[src/rtl/pagr_pkg.sv]
// ----------------------------------------------------------------------------
// pagr_pkg: shared types and constants
// Command and result words, store entry layout, pseudo-float format and
// register codes of the accumulation buffer with gamma resolve.
// ----------------------------------------------------------------------------
package pagr_pkg;

  localparam int unsigned MaxWidthDef   = 256;
  localparam int unsigned MaxHeightDef  = 256;
  localparam int unsigned SampleBitsDef = 16;

  localparam int unsigned SumW    = 32;
  localparam int unsigned CountW  = 16;
  localparam int unsigned ExpW    = 12;
  localparam int unsigned GammaW  = 6;
  localparam int unsigned SizeW   = 9;
  localparam int unsigned CfgIdxW = 2;
  localparam int unsigned CfgW    = 9;

  localparam logic [GammaW-1:0] GammaRst = 6'd10;
  localparam logic [GammaW-1:0] GammaMax = 6'd50;
  localparam logic [GammaW-1:0] GammaOne = 6'd1;
  localparam logic [GammaW-1:0] PowXN    = 6'd10;
  localparam logic [SizeW-1:0]  SizeRst  = 9'd256;
  localparam logic [15:0]       FrameRst = 16'd1;

  typedef enum logic [1:0] {
    OP_ACCUM   = 2'd0,
    OP_RESOLVE = 2'd1,
    OP_CLEAR   = 2'd2
  } op_e;

  typedef enum logic [CfgIdxW-1:0] {
    CFG_GAMMA  = 2'd0,
    CFG_WIDTH  = 2'd1,
    CFG_HEIGHT = 2'd2
  } cfg_e;

  typedef struct packed {
    logic [1:0]  operation;
    logic [15:0] pixel_index;
    logic [15:0] sample_red;
    logic [15:0] sample_green;
    logic [15:0] sample_blue;
  } cmd_t;

  typedef struct packed {
    logic [23:0] packed_pixel;
    logic        frame_end;
    logic [15:0] frame_number;
  } res_t;

  typedef struct packed {
    logic [SumW-1:0]   sum_red;
    logic [SumW-1:0]   sum_green;
    logic [SumW-1:0]   sum_blue;
    logic [CountW-1:0] count;
  } entry_t;

  // value = m * 2^e, m normalized to [2^31, 2^32)
  typedef struct packed {
    logic [31:0]            m;
    logic signed [ExpW-1:0] e;
  } pf_t;

endpackage

[src/rtl/pagr_pow.sv]
// ----------------------------------------------------------------------------
// pagr_pow: pseudo-float power unit
// Normalize the base one bit a cycle, then multiply left to right, one
// truncating 32x32 product a cycle.
// ----------------------------------------------------------------------------
module pagr_pow import pagr_pkg::*; (
  input  logic                   clk_i,
  input  logic                   rst_ni,
  input  logic                   start_i,
  input  logic [31:0]            raw_i,
  input  logic signed [ExpW-1:0] exp_i,
  input  logic [GammaW-1:0]      n_i,
  output logic                   done_o,
  output pf_t                    res_o
);

  typedef enum logic [1:0] {
    PW_IDLE,
    PW_NORM,
    PW_MUL
  } pw_state_e;

  pw_state_e         state_q;
  logic              done_q;
  logic [GammaW-1:0] cnt_q;
  pf_t               b_q;
  pf_t               r_q;
  logic [63:0]       prod;
  pf_t               r_next;

  assign prod = 64'(r_q.m) * 64'(b_q.m);

  always_comb begin
    if (prod[63]) begin
      r_next.m = prod[63:32];
      r_next.e = r_q.e + b_q.e + ExpW'(32);
    end else begin
      r_next.m = prod[62:31];
      r_next.e = r_q.e + b_q.e + ExpW'(31);
    end
  end

  always_ff @(posedge clk_i or negedge rst_ni) begin
    if (!rst_ni) begin
      state_q <= PW_IDLE;
      done_q  <= 1'b0;
      cnt_q   <= '0;
      b_q     <= '0;
      r_q     <= '0;
    end else begin
      done_q <= 1'b0;
      unique case (state_q)
        PW_IDLE: begin
          if (start_i) begin
            b_q.m   <= raw_i;
            b_q.e   <= exp_i;
            cnt_q   <= n_i;
            state_q <= PW_NORM;
          end
        end
        PW_NORM: begin
          if (b_q.m[31]) begin
            r_q <= b_q;
            if (cnt_q <= GammaOne) begin
              done_q  <= 1'b1;
              state_q <= PW_IDLE;
            end else begin
              cnt_q   <= cnt_q - GammaOne;
              state_q <= PW_MUL;
            end
          end else begin
            b_q.m <= {b_q.m[30:0], 1'b0};
            b_q.e <= b_q.e - ExpW'(1);
          end
        end
        PW_MUL: begin
          r_q   <= r_next;
          cnt_q <= cnt_q - GammaOne;
          if (cnt_q == GammaOne) begin
            done_q  <= 1'b1;
            state_q <= PW_IDLE;
          end
        end
        default: state_q <= PW_IDLE;
      endcase
    end
  end

  assign done_o = done_q;
  assign res_o  = r_q;

endmodule

[src/rtl/pagr_chan.sv]
// ----------------------------------------------------------------------------
// pagr_chan: one color channel of the resolve
// Divide the sum by the count one quotient bit a cycle, raise the average
// to the tenth power, then binary search the output byte against k/255.99
// raised to gamma.
// ----------------------------------------------------------------------------
module pagr_chan import pagr_pkg::*; (
  input  logic              clk_i,
  input  logic              rst_ni,
  input  logic              start_i,
  input  logic [SumW-1:0]   sum_i,
  input  logic [CountW-1:0] count_i,
  input  logic [GammaW-1:0] gamma_i,
  output logic              done_o,
  output logic [7:0]        byte_o
);

  localparam logic [63:0] TStep = 64'd429496729600;  // 100 * 2^32
  localparam logic [63:0] TDiv  = 64'd25599;
  localparam logic [31:0] TQ [8] = '{
    32'((TStep << 0) / TDiv), 32'((TStep << 1) / TDiv),
    32'((TStep << 2) / TDiv), 32'((TStep << 3) / TDiv),
    32'((TStep << 4) / TDiv), 32'((TStep << 5) / TDiv),
    32'((TStep << 6) / TDiv), 32'((TStep << 7) / TDiv)
  };
  localparam logic [14:0] TR [8] = '{
    15'((TStep << 0) % TDiv), 15'((TStep << 1) % TDiv),
    15'((TStep << 2) % TDiv), 15'((TStep << 3) % TDiv),
    15'((TStep << 4) % TDiv), 15'((TStep << 5) % TDiv),
    15'((TStep << 6) % TDiv), 15'((TStep << 7) % TDiv)
  };
  localparam logic signed [ExpW-1:0] XExp = ExpW'(-16);
  localparam logic signed [ExpW-1:0] TExp = ExpW'(-32);

  typedef enum logic [2:0] {
    CH_IDLE,
    CH_DIV,
    CH_PX_GO,
    CH_PX_WAIT,
    CH_T_GO,
    CH_T_WAIT
  } ch_state_e;

  ch_state_e         state_q;
  logic              done_q;
  logic [CountW-1:0] count_q;
  logic [GammaW-1:0] g_q;
  logic [15:0]       rem_q;
  logic [15:0]       nb_q;
  logic [15:0]       quo_q;
  logic [3:0]        step_q;
  logic [16:0]       x_q;
  pf_t               px_q;
  logic [7:0]        k_q;
  logic [31:0]       tq_q;
  logic [14:0]       tr_q;
  logic [2:0]        j_q;

  logic [16:0]       rs;
  logic              rs_ge;
  logic [15:0]       rem_d;
  logic [15:0]       quo_d;
  logic [15:0]       tr_sum;
  logic              t_carry;
  logic [14:0]       cand_r;
  logic [31:0]       cand_t;
  logic              pw_start;
  logic [31:0]       pw_raw;
  logic signed [ExpW-1:0] pw_exp;
  logic [GammaW-1:0] pw_n;
  logic              pw_done;
  pf_t               pw_res;
  logic              t_le;

  // restoring division step
  assign rs    = {rem_q, nb_q[15]};
  assign rs_ge = rs >= {1'b0, count_q};
  assign rem_d = rs_ge ? 16'(rs - {1'b0, count_q}) : rs[15:0];
  assign quo_d = {quo_q[14:0], rs_ge};

  // t for the trial byte k | 2^j, kept as quotient and remainder
  assign tr_sum  = {1'b0, tr_q} + {1'b0, TR[j_q]};
  assign t_carry = tr_sum >= 16'(TDiv);
  assign cand_r  = t_carry ? 15'(tr_sum - 16'(TDiv)) : tr_sum[14:0];
  assign cand_t  = tq_q + TQ[j_q] + 32'(t_carry);

  assign pw_start = (state_q == CH_PX_GO) || (state_q == CH_T_GO);
  assign pw_raw   = (state_q == CH_PX_GO) ? 32'(x_q) : cand_t;
  assign pw_exp   = (state_q == CH_PX_GO) ? XExp : TExp;
  assign pw_n     = (state_q == CH_PX_GO) ? PowXN : g_q;

  assign t_le = (pw_res.e != px_q.e) ? (pw_res.e < px_q.e) : (pw_res.m <= px_q.m);

  pagr_pow u_pow (
    .clk_i   (clk_i),
    .rst_ni  (rst_ni),
    .start_i (pw_start),
    .raw_i   (pw_raw),
    .exp_i   (pw_exp),
    .n_i     (pw_n),
    .done_o  (pw_done),
    .res_o   (pw_res)
  );

  always_ff @(posedge clk_i or negedge rst_ni) begin
    if (!rst_ni) begin
      state_q <= CH_IDLE;
      done_q  <= 1'b0;
      count_q <= '0;
      g_q     <= '0;
      rem_q   <= '0;
      nb_q    <= '0;
      quo_q   <= '0;
      step_q  <= '0;
      x_q     <= '0;
      px_q    <= '0;
      k_q     <= '0;
      tq_q    <= '0;
      tr_q    <= '0;
      j_q     <= '0;
    end else begin
      unique case (state_q)
        CH_IDLE: begin
          if (start_i) begin
            done_q  <= 1'b0;
            count_q <= count_i;
            g_q     <= gamma_i;
            k_q     <= '0;
            if (sum_i >= {8'd0, count_i, 8'd0}) begin
              x_q     <= 17'h10000;  // average clamps at one
              state_q <= CH_PX_GO;
            end else begin
              rem_q   <= sum_i[23:8];
              nb_q    <= {sum_i[7:0], 8'd0};
              step_q  <= 4'd15;
              state_q <= CH_DIV;
            end
          end
        end
        CH_DIV: begin
          rem_q  <= rem_d;
          nb_q   <= {nb_q[14:0], 1'b0};
          quo_q  <= quo_d;
          step_q <= step_q - 4'd1;
          if (step_q == 4'd0) begin
            x_q <= {1'b0, quo_d};
            if (quo_d == 16'd0) begin
              done_q  <= 1'b1;
              state_q <= CH_IDLE;
            end else begin
              state_q <= CH_PX_GO;
            end
          end
        end
        CH_PX_GO: state_q <= CH_PX_WAIT;
        CH_PX_WAIT: begin
          if (pw_done) begin
            px_q    <= pw_res;
            tq_q    <= '0;
            tr_q    <= '0;
            j_q     <= 3'd7;
            state_q <= CH_T_GO;
          end
        end
        CH_T_GO: state_q <= CH_T_WAIT;
        CH_T_WAIT: begin
          if (pw_done) begin
            if (t_le) begin
              k_q  <= k_q | (8'd1 << j_q);
              tq_q <= cand_t;
              tr_q <= cand_r;
            end
            if (j_q == 3'd0) begin
              done_q  <= 1'b1;
              state_q <= CH_IDLE;
            end else begin
              j_q     <= j_q - 3'd1;
              state_q <= CH_T_GO;
            end
          end
        end
        default: state_q <= CH_IDLE;
      endcase
    end
  end

  assign done_o = done_q;
  assign byte_o = k_q;

endmodule

[config.mk]
export PLATFORM = sky130hd
export DESIGN_NAME = pagr_chan
export DESIGN_NICKNAME = d
export VERILOG_FILES = /design/src/rtl/pagr_pkg.sv /design/src/rtl/pagr_pow.sv /design/src/rtl/pagr_chan.sv
export SDC_FILE = /design/constraint.sdc
export NUM_CORES = 2
export LEC_CHECK = 0
export ABC_AREA = 1
export BUFFER_PORTS_ARGS = -buffer_cell sky130_fd_sc_hd__buf_2
export CAP_MARGIN = 0
export CORE_MARGIN = 2
export CORE_UTILIZATION = 50
export DETAILED_ROUTE_END_ITERATION = 7
export GPL_TIMING_DRIVEN = 0
export PLACE_DENSITY = 0.63
export SLEW_MARGIN = 20
export SYNTH_ARGS = -nofsm -noshare
export SYNTH_HDL_FRONTEND = slang
export SYNTH_SLANG_ARGS = --single-unit
export TNS_END_PERCENT = 100
[constraint.sdc]
create_clock -name clk_i -period 8.3 [get_ports clk_i]
set_input_delay 0.415 -clock clk_i [delete_from_list [all_inputs] [get_ports clk_i]]
set_output_delay 0.415 -clock clk_i [all_outputs]
set_load 0.05 [all_outputs]
==> results.py <==
metrics = {
    "synthesis": {
        "syn_area_um2": 55300,
        "ys_ff_latch": 285,
        "synth_edf_count": 0,
        "synth.avg_cell_area_um2": 7.23,
        "synthArstFlopShare_pct": 100,
        "ys_types": 59,
        "netlist_top_cells_count": "2,239 x nand2_1, 2,009 x inv_1, 900 x fa_1, 404 x ha_1, 346 x nor2_1",
        "postSynthCellCount": 7643,
        "synth.area.top_cells": "fa_1 33%, nand2_1 15%, inv_1 14%, dfrtp_1 13%, ha_1 9.1%",
        "yosysTopAreaCellShare_pct": 32.6,
        "synth_fp_nets": 9004,
        "ys_seq_area_share_pct": 12.9,
        "synth_top_area_cell": "fa_1",
        "yosys_warnings": 0,
        "synth_ff_type": "dfrtp_1",
        "yosysMostFrequentCell": "nand2_1",
    },
    "setup_path": {
        "r2r_cells": 27,
        "critical_path_class": "reg -> reg",
        "cp_max_fo": 10,
        "regToRegSetupSlack_ns": 0.18,
        "critical-path-slowest-cell": "dfrtp_4",
        "crit_path_frequent_cell": "fa_1",
        "startpoint": "u_pow.b_q[21]",
        "cp.arrival_ns": 8.59,
        "cp-end-kind": "flop",
        "rr_startpoint": "u_pow.b_q[21]",
        "worstPathRequired_ns": 8.77,
        "cpPeakStageDelay_ns": 0.64,
        "cp-start-kind": "flop",
    },
    "global_routing": {
        "grt-ovfl-total": 0,
        "grt_pass1_wl_mm": 320,
        "antenna_found_initial": 2,
        "grt_max_degree": 95,
        "groute.usage.overall_pct": 38.9,
        "grt_pass1_vias": 49655,
    },
    "layout": {
        "area.growth.synth_to_final_pct": 6.82,
        "fin_nets": 9076,
        "regArea_um2": 7160,
        "multi_input_area_um2": 39100,
        "fillers": 10947,
        "drive_gt1_share_pct": 5.62,
    },
    "placement": {
        "place_congestion": 1.04,
        "pre_cts_ws_ns": -0.861,
        "hpwl_mm": 177,
        "portBuffers": 65,
    },
    "detailed_routing": {
        "drtAntennaViolNets": 0,
        "met2_length_mm": 96.6,
        "firstDrtPassIters": 6,
        "top_layer_used": "met5",
        "vias_per_cell": 5.33,
        "drt-total-wl_mm": 215,
        "wirelength_met1_mm": 82.1,
        "drc": 0,
        "vias": 49110,
        "avgRoutedWirePerCell_um": 23.3,
        "met3_length_mm": 20.2,
        "drtIter0Drc": 4545,
    },
    "cts": {
        "clkLatencyLatePin_ns": 0.60,
        "htreeDepth": 1,
        "cts_buffer_depth": 3,
        "cts_inserted_buffers": 28,
        "tritoncts": "built",
        "post-cts-setup-buffers": 0,
        "numClockSinks": 285,
        "clockRootBuffer": "clkbuf_16",
        "path_clk_slew_ns": 0.07,
    },
    "sta": {
        "period_needed_ns": 8.12,
        "setup_viol": 0,
        "slew_headroom_pct": 27.3,
        "worstMarginPinSlew_ns": 1.08,
        "slew_violations": 0,
        "skew_ns": 0.0308,
        "timing.fmax_mhz": 123,
        "finalWorstSetupSlack_ns": 0.178,
        "hold_viol_final": 0,
        "hold_ws_ns": 0.0341,
        "finalCritPeriodShare_pct": 97.9,
    },
    "run": {
        "maxCapViolations": 0,
    },
    "power": {
        "ir_drop_v": 0.000172,
        "finalPower_mw": 2.87,
        "leakagePower_nw": 36.1,
        "power.density_nw_per_um2": 48.7,
    },
    "status": {
        "status": "completed",
    },
    "worst_hold_path": {
        "holdPathStages": 3,
        "worst_hold_path_type": "in -> reg",
        "hp-start": "gamma_i[3]",
    },
    "floorplan": {
        "io_pins": 66,
        "die_width_um": 336,
        "fp-row-count": 121,
        "coreArea_um2": 109000,
        "chipHeight_um": 336,
        "initial_utilization_pct": 50.6,
        "die-area_um2": 113000,
    },
}
-- cell families (layout without fill, tap and decap cells) --
group | count (synthesis) | in the layout | synth area share, %
and+or+nand+nor | 3050 | 3050 | 22.3
DFF | 285 | 285 | 12.9
xor gates and xnor gates | 65 | 65 | 1.03
adders and majority gates | 1304 | 1304 | 41.8
other | 0 | 8 | 0
AOI/OAI and AO/OA | 576 | 576 | 5.72
buffers and inverters | 2363 | 2457 | 16.3
-- routing by layer --
metal	up-vias	GRT usage (%)
li1	22424	-
met1	23870	48.6
met2	2276	61.7
met3	536	8.44
met4	4	23.8
met5	-	0
-- critical path: cells and delay by family, from the launching register on --
| family | cells | cell delay [ns] |
|---|---|---|
| DFF | 1 | 0.64 |
| and+or+nand+nor | 13 | 2.09 |
| buffers and inverters | 5 | 0.71 |
| adders and majority gates | 9 | 4.50 |
-- cell usage in the layout (no fill, tap or decap), types with 9 or more instances in the layout --
cell type / instances
a21o_1: 11
a21oi_1: 298
a31oi_1: 13
buf_2: 104
buf_4: 27
buf_6: 29
clkbuf_1: 89
clkbuf_16: 28
clkbuf_2: 74
clkbuf_4: 57
dfrtp_1: 267
dfrtp_2: 14
fa_1: 899
ha_1: 404
inv_1: 2009
inv_2: 9
nand2_1: 2238
nand2_2: 26
nand3_1: 257
nand3_2: 10
nand3b_1: 21
nand4_1: 65
nor2_1: 345
nor3_1: 48
nor4_1: 14
o21a_1: 11
o21ai_0: 167
o21bai_1: 24
xnor2_1: 21
xor2_1: 44
-- layout make-up --
class                      count  area share [%]
buffer                       316            3.18
sequential                   285            12.1
multi-input combinational   4995            66.3
clock buffer                  37            1.30
timing repair buffer          70           0.744
inverter                    2019            12.8
antenna                        8          0.0339
tap                         1476            3.13
clock inverter                15           0.318
-- per-stage QoR --
step	cells	utilization (%)	area [um^2]	TNS (ns)
2_1_floorplan	7643	-	55300	0
3_3_place_gp	9184	52.5	57400	-39.55
3_5_place_dp	9188	52.7	57600	-28.58
4_1_cts	9227	53.7	58700	0
5_1_grt	9213	54.0	59000	-0.0819
6_report	9221	54.0	59000	0
-- state kept, by name (all words and copies together) (netlist names), 2 cells and up --
signal	flops
g_q	6
tr_q	15
byte_o	8
nb_q	8
u_pow.cnt_q	6
step_q	4
quo_q	15
state_q	3
tq_q	32
rem_q	16
x_q	17
u_pow.state_q	2
count_q	16
u_pow.res_o	44
j_q	3
u_pow.b_q	44
px_q	44
-- where the power goes --
group          internal [mW]  switching [mW]  leakage (nW)
logic                 0.0438          0.0795          31.9
registers               1.39         0.00238          3.77
clock network          0.749           0.602         0.459
total                   2.19           0.684          36.1
-- timing repair --
action	4_1_cts	5_1_grt
resized for setup	163	316
setup endpoints to repair	44	44
hold buffers	1	0
hold endpoints to repair	49	0
-- worst paths after layout --
check | end
setup / recovery | u_pow.res_o[42]
hold / removal | g_q[3]
setup reg to reg | u_pow.res_o[42]
hold reg to reg | nb_q[8]
max in group asynchronous | u_pow.b_q[19]
min in group asynchronous | count_q[2]
Power figures use the tool's default switching activity.
